**config.mk**
```make
export PLATFORM = sky130hd
export DESIGN_NAME = bhash_ctrl
export DESIGN_NICKNAME = d
export VERILOG_FILES = /design/src/rtl/bhash_pkg.sv /design/src/rtl/bhash_ctrl.sv
export SDC_FILE = /design/constraint.sdc
export NUM_CORES = 1
export LEC_CHECK = 0
export BUFFER_PORTS_ARGS = -buffer_cell sky130_fd_sc_hd__clkbuf_2
export CAP_MARGIN = 20
export CORE_AREA = 5 5 42 44
export CTS_CLUSTER_SIZE = 12
export DETAILED_ROUTE_END_ITERATION = 12
export DIE_AREA = 0 0 47 49
export PLACE_DENSITY = 0.48
export RECOVER_POWER = 25
export SYNTH_ARGS = -nofsm -noshare
export SYNTH_HDL_FRONTEND = slang
export SYNTH_SLANG_ARGS = --single-unit
```
**constraint.sdc**
```tcl
create_clock -name aclk -period 1.3 [get_ports aclk]
set_input_delay 0.13 -clock aclk [delete_from_list [all_inputs] [get_ports aclk]]
set_output_delay 0.13 -clock aclk [all_outputs]
set_load 0.01 [all_outputs]
```
**src/rtl/bhash_pkg.sv**
```systemverilog
package bhash_pkg;

    localparam int BUCKETS_DEF            = 5;
    localparam int ENTRIES_PER_BUCKET_DEF = 256;

    localparam int KEY_W       = 31;
    localparam int VAL_W       = 32;
    localparam int S_TDATA_W   = 64;
    localparam int M_TDATA_W   = 32;
    localparam int M_TUSER_W   = 2;

    localparam logic OP_INSERT = 1'b0;
    localparam logic OP_LOOKUP = 1'b1;

    typedef struct packed {
        logic [VAL_W-1:0] value;
        logic [KEY_W-1:0] key;
    } entry_t;

    typedef enum logic [1:0] {
        RES_DONE,
        RES_FULL,
        RES_HIT
    } res_kind_t;

    typedef enum logic [2:0] {
        ST_IDLE,
        ST_MOD,
        ST_CNT,
        ST_CHK,
        ST_SCAN,
        ST_REPLY
    } state_t;

    typedef struct packed {
        logic      load;
        logic      mod_step;
        logic      cnt_read;
        logic      ins_write;
        logic      scan_start;
        logic      scan_step;
        logic      res_set;
        res_kind_t res_kind;
        logic      out_load;
    } cmd_t;

    typedef struct packed {
        logic mod_done;
        logic op_lookup;
        logic bucket_full;
        logic bucket_empty;
        logic scan_done;
        logic scan_hit;
        logic out_free;
    } status_t;

endpackage

```
**src/rtl/bhash_ctrl.sv**
```systemverilog
module bhash_ctrl (
    input  logic              aclk,
    input  logic              aresetn,
    input  logic              s_tvalid,
    output logic              s_tready,
    input  bhash_pkg::status_t status,
    output bhash_pkg::cmd_t    cmd
);

    bhash_pkg::state_t state_reg;
    bhash_pkg::state_t state_next;

    always_ff @(posedge aclk) begin
        if (!aresetn) begin
            state_reg <= bhash_pkg::ST_IDLE;
        end else begin
            state_reg <= state_next;
        end
    end

    always_comb begin
        state_next = state_reg;
        case (state_reg)
            bhash_pkg::ST_IDLE: begin
                if (s_tvalid) begin
                    state_next = bhash_pkg::ST_MOD;
                end
            end
            bhash_pkg::ST_MOD: begin
                if (status.mod_done) begin
                    state_next = bhash_pkg::ST_CNT;
                end
            end
            bhash_pkg::ST_CNT: begin
                state_next = bhash_pkg::ST_CHK;
            end
            bhash_pkg::ST_CHK: begin
                if (status.op_lookup && !status.bucket_empty) begin
                    state_next = bhash_pkg::ST_SCAN;
                end else begin
                    state_next = bhash_pkg::ST_REPLY;
                end
            end
            bhash_pkg::ST_SCAN: begin
                if (status.scan_done) begin
                    state_next = bhash_pkg::ST_REPLY;
                end
            end
            bhash_pkg::ST_REPLY: begin
                if (status.out_free) begin
                    state_next = bhash_pkg::ST_IDLE;
                end
            end
            default: begin
                state_next = bhash_pkg::ST_IDLE;
            end
        endcase
    end

    always_comb begin
        s_tready = 1'b0;
        cmd      = '0;
        cmd.res_kind = bhash_pkg::RES_DONE;
        case (state_reg)
            bhash_pkg::ST_IDLE: begin
                s_tready = 1'b1;
                cmd.load = s_tvalid;
            end
            bhash_pkg::ST_MOD: begin
                cmd.mod_step = 1'b1;
            end
            bhash_pkg::ST_CNT: begin
                cmd.cnt_read = 1'b1;
            end
            bhash_pkg::ST_CHK: begin
                if (!status.op_lookup) begin
                    cmd.res_set = 1'b1;
                    if (status.bucket_full) begin
                        cmd.res_kind = bhash_pkg::RES_FULL;
                    end else begin
                        cmd.ins_write = 1'b1;
                    end
                end else if (status.bucket_empty) begin
                    cmd.res_set = 1'b1;
                end else begin
                    cmd.scan_start = 1'b1;
                end
            end
            bhash_pkg::ST_SCAN: begin
                cmd.scan_step = 1'b1;
                if (status.scan_done) begin
                    cmd.res_set = 1'b1;
                    if (status.scan_hit) begin
                        cmd.res_kind = bhash_pkg::RES_HIT;
                    end
                end
            end
            bhash_pkg::ST_REPLY: begin
                cmd.out_load = status.out_free;
            end
            default: begin
                s_tready = 1'b0;
            end
        endcase
    end

endmodule

```
* After elaboration in Yosys (flattened, before gate mapping)
Cells that the tools add are included.
Operators by class: eq/ne operators 9, mux-type cells 24, reductions and logical operators 4
Operators by type and width (count):
- $pmux W3 S6 | 1
- $mux W3 | 5
- $mux W1 | 14
- $ne A2 B2 Y1 const B | 4
- $eq A3 B2 Y1 const B | 2
- $eq A3 B3 Y1 const B | 2
- $mux W2 | 3
- $pmux W3 S2 | 1
- $reduce_and A4 Y1 | 1
- $eq A3 B1 Y1 const B | 1
- $logic_not A3 Y1 | 1
- $logic_and A1 B1 Y1 | 1
- $logic_not A1 Y1 | 1
Storage, ports and cells: bits in registers 3, output and inout port bits 11, word-level logic and storage cells 38

* Longest topological paths before layout
depth in word-level cells 4, depth in mapped cells 4

* Worst setup path after synthesis
Ideal clock, no wire load.
path kind reg2out, start point reg state_reg[0], end point out cmd[9] in the netlist's numbering, arrival 0.975 ns, slack 0.195 ns, cell stages (with the launch flop) 4, cell sequence dfxtp_1 -> buf_6 -> nor3_1 -> and2_1
RTL lines:
- from (decl) | line bhash_ctrl.sv:10 | bhash_pkg::state_t state_reg;
- from (signal assigned) | line bhash_ctrl.sv:15 | state_reg <= bhash_pkg::ST_IDLE;
- from (signal assigned) | line bhash_ctrl.sv:17 | state_reg <= state_next;
- to (decl) | line bhash_ctrl.sv:7 | output bhash_pkg::cmd_t cmd

==> flow_summary.toml <==
[power_and_ir_drop]
power.density_nw_per_um2 = 975
clkPwrFrac_pct = 38.0
switching_share_pct = 32.4
p_total_uw = 425
p_leak_nw = 0.223
intPower_uw = 287
power_frac_comb_pct = 31.2
pwr-share-seq_pct = 30.8
ir_worst_vdd_mv = 0.603
p_sw_uw = 138

[floorplan]
dieArea_sq_um = 2300
row_count = 14
initial_core_util_pct = 21.1
core_region_area_sq_um = 1400
top_level_ports = 21
die_h_microns = 49
die_w_microns = 47

[final_layout]
layout.nets = 69
area.growth.synth_to_final_pct = 47.5
largest_reg_flops = 3
drive_above_1_share_pct = 55.2
stdcell_count = 74
n_antenna_cell = 0

[logic_synthesis]
synth_cells = 36
ys_warn_count = 0
yosysTopAreaCell = "dfxtp_1"
synthesis.area_sq_um = 295
synthTopCellsByArea = "dfxtp_1, nor3b_2, buf_6"
synth_common_cells = "dfxtp_1, nand3_1, nor2b_1"
ys_seq_area_share_pct = 20.3
synthDistinctLibCells = 22
avgSynthCellArea_sq_um = 8.20
synthArstFlopShare_pct = 0
synthFlopType = "dfxtp_1"
synth_top_area_share_pct = 20.3
synth_edf_count = 0
ys_ff_latch = 3
syn_nets = 46

[cts]
cts_root_buf = "clkbuf_4"
hold_buffers = 0
clk_pin_slew_ns = 0.04
htree_levels = 1
clockBufferDepth = 2
cts_buffers = 3
cts_tree = "done"
cts_sinks = 3
clk_latency_ns = 0.23

[place]
gp_congestion = 0.785
hpwl_microns = 647
dp.cells = 70
port_buffers = 20

[grt]
grt_pass1_vias = 338
grt_first_pass_wirelength_microns = 1290
grt_overflow_total = 0
grt_max_degree = 11
track_usage_pct = 7.53
antenna_found_initial = 0

[timing]
rsz0062_at_grt = "yes"
fin_crit_sh_pct = 98.7
finalHoldViolations = 0
worstMarginPinSlew_ns = 0.225
fmaxAchievable_mhz = 779
max-slew-margin-rel_pct = 84.9
setup_viol = 0
slew_violations = 0
finClkSkew_ns = 0.000931
period_needed_ns = 1.28

[hold_path]
hold_start = "aresetn"
whs_endpoint = "state_reg[2]"
min_path_type = "primary input to register"
whs_path_depth = 2

[worst_setup_path]
required_ns = 1.17
ff2ff_path_depth = 3
worstPathArrival_ns = 1.15
critPathMaxFanout = 7
setup.worst_path.start_class = "register"
crit_type = "register to output pin"
r2r_end = "state_reg[0]"
r2r_slack_ns = 0.33
end_kind = "output pin"
timing.rr.start = "state_reg[2]"

[drt]
remaining_drc_errors = 0
vias_per_cell = 4.55
num_vias = 337
wl_per_cell_microns = 10.3
finalWirelength_microns = 762
detail-route-antenna-nets = 0
drtIter0Drc = 3
drt-pass1-iter-count = 4

[flow_run]
cap_viol_max_count = 0

[run_status]
outcome = "completed"
==> metal layers <==
layer  GRT usage [%]  wire [microns]  vias to the layer above
met5               0               0                        -
met4            2.76               0                        0
met3            3.32             100                        0
met2            11.5             321                       17
met1            8.99             339                      152
li1                -               -                      168
==> placed cells by master (no fill, tap or decap), drive strengths merged, types with 2 or more instances in the layout <==
cell     n
nand3    3
and3     2
nor3b    2
nand2    3
buf      2
nor2b    4
clkbuf  22
nor3     2
nor2     3
and2     2
nand3b   2
dfxtp    3
==> metrics by stage <==
| step | cell area (sq um) | util, % | setup TNS (ns) | setup WS, ns | hold WS [ns] |
|---|---|---|---|---|---|
| 5_1_grt | 435 | 31.1 | -0.121 | -0.0398 | 0.214 |
| 2_1_floorplan | 295 | - | 0 | 0.195 | 0.263 |
| 6_report | 435 | 31.1 | 0 | 0.0163 | 0.193 |
| 4_1_cts | 428 | 30.5 | -0.0128 | -0.0128 | 0.186 |
| 3_3_place_gp | 393 | 28.0 | 0 | 0.109 | 0.456 |
| 3_5_place_dp | 393 | 28.0 | 0 | 0.119 | 0.437 |
==> how the worst max path moves through the flow <==
stage | slack, ns | cells past startpoint | start | end
after floorplan | 0.20 | 3 | state_reg[0] | cmd[9]
after global placement | 0.11 | 3 | state_reg[2] | cmd[2]
after detailed placement | 0.12 | 3 | state_reg[2] | cmd[2]
after CTS | -0.01 | 4 | state_reg[1] | cmd[1]
after global routing | -0.04 | 4 | state_reg[1] | cmd[1]
final | 0.02 | 4 | state_reg[1] | cmd[1]
==> cell families (layout without fill, tap and decap cells) <==
| kind of cell | after synthesis | after routing | synth area share, % |
|---|---|---|---|
| compound gates | 4 | 4 | 10.2 |
| buf+inv | 3 | 25 | 8.90 |
| flops | 3 | 3 | 20.3 |
| mux | 1 | 1 | 5.08 |
| simple gates | 25 | 25 | 55.5 |
==> area by class of cell <==
cell class | instances | area [sq um]
Sequential cell | 3 | 71.3
Tap cell | 16 | 20.0
Inverter | 1 | 3.75
Timing Repair Buffer | 20 | 100
Multi-Input combinational cell | 30 | 214
Clock buffer | 4 | 26.3
Fill cell | 161 | 966
==> power by group through the flow <==
| stage | Combinational [mW] | Clock, mW | Sequential [mW] |
|---|---|---|---|
| floorplan | 0.109 | 0 | 0.111 |
| CTS | 0.134 | 0.170 | 0.130 |
| global route | 0.150 | 0.181 | 0.133 |
| finish | 0.132 | 0.161 | 0.131 |
| global placement | 0.134 | 0 | 0.128 |
| detailed placement | 0.133 | 0 | 0.128 |
==> critical path, cell delays in order (launching register included) <==
cell and delay [ns]:
dfxtp_4 0.36, nor2b_4 0.19, nand2_4 0.08, nor3b_2 0.15, buf_2 0.15
==> timing repair <==
| item | in CTS | in global routing |
|---|---|---|
| gates resized for setup | 5 | 4 |
| pin swaps | 0 | 1 |
| hold endpoints to repair | 0 | 0 |
| setup buffers | 0 | 0 |
| setup endpoints to repair | 6 | 5 |
(Power assumes the default switching activity.)
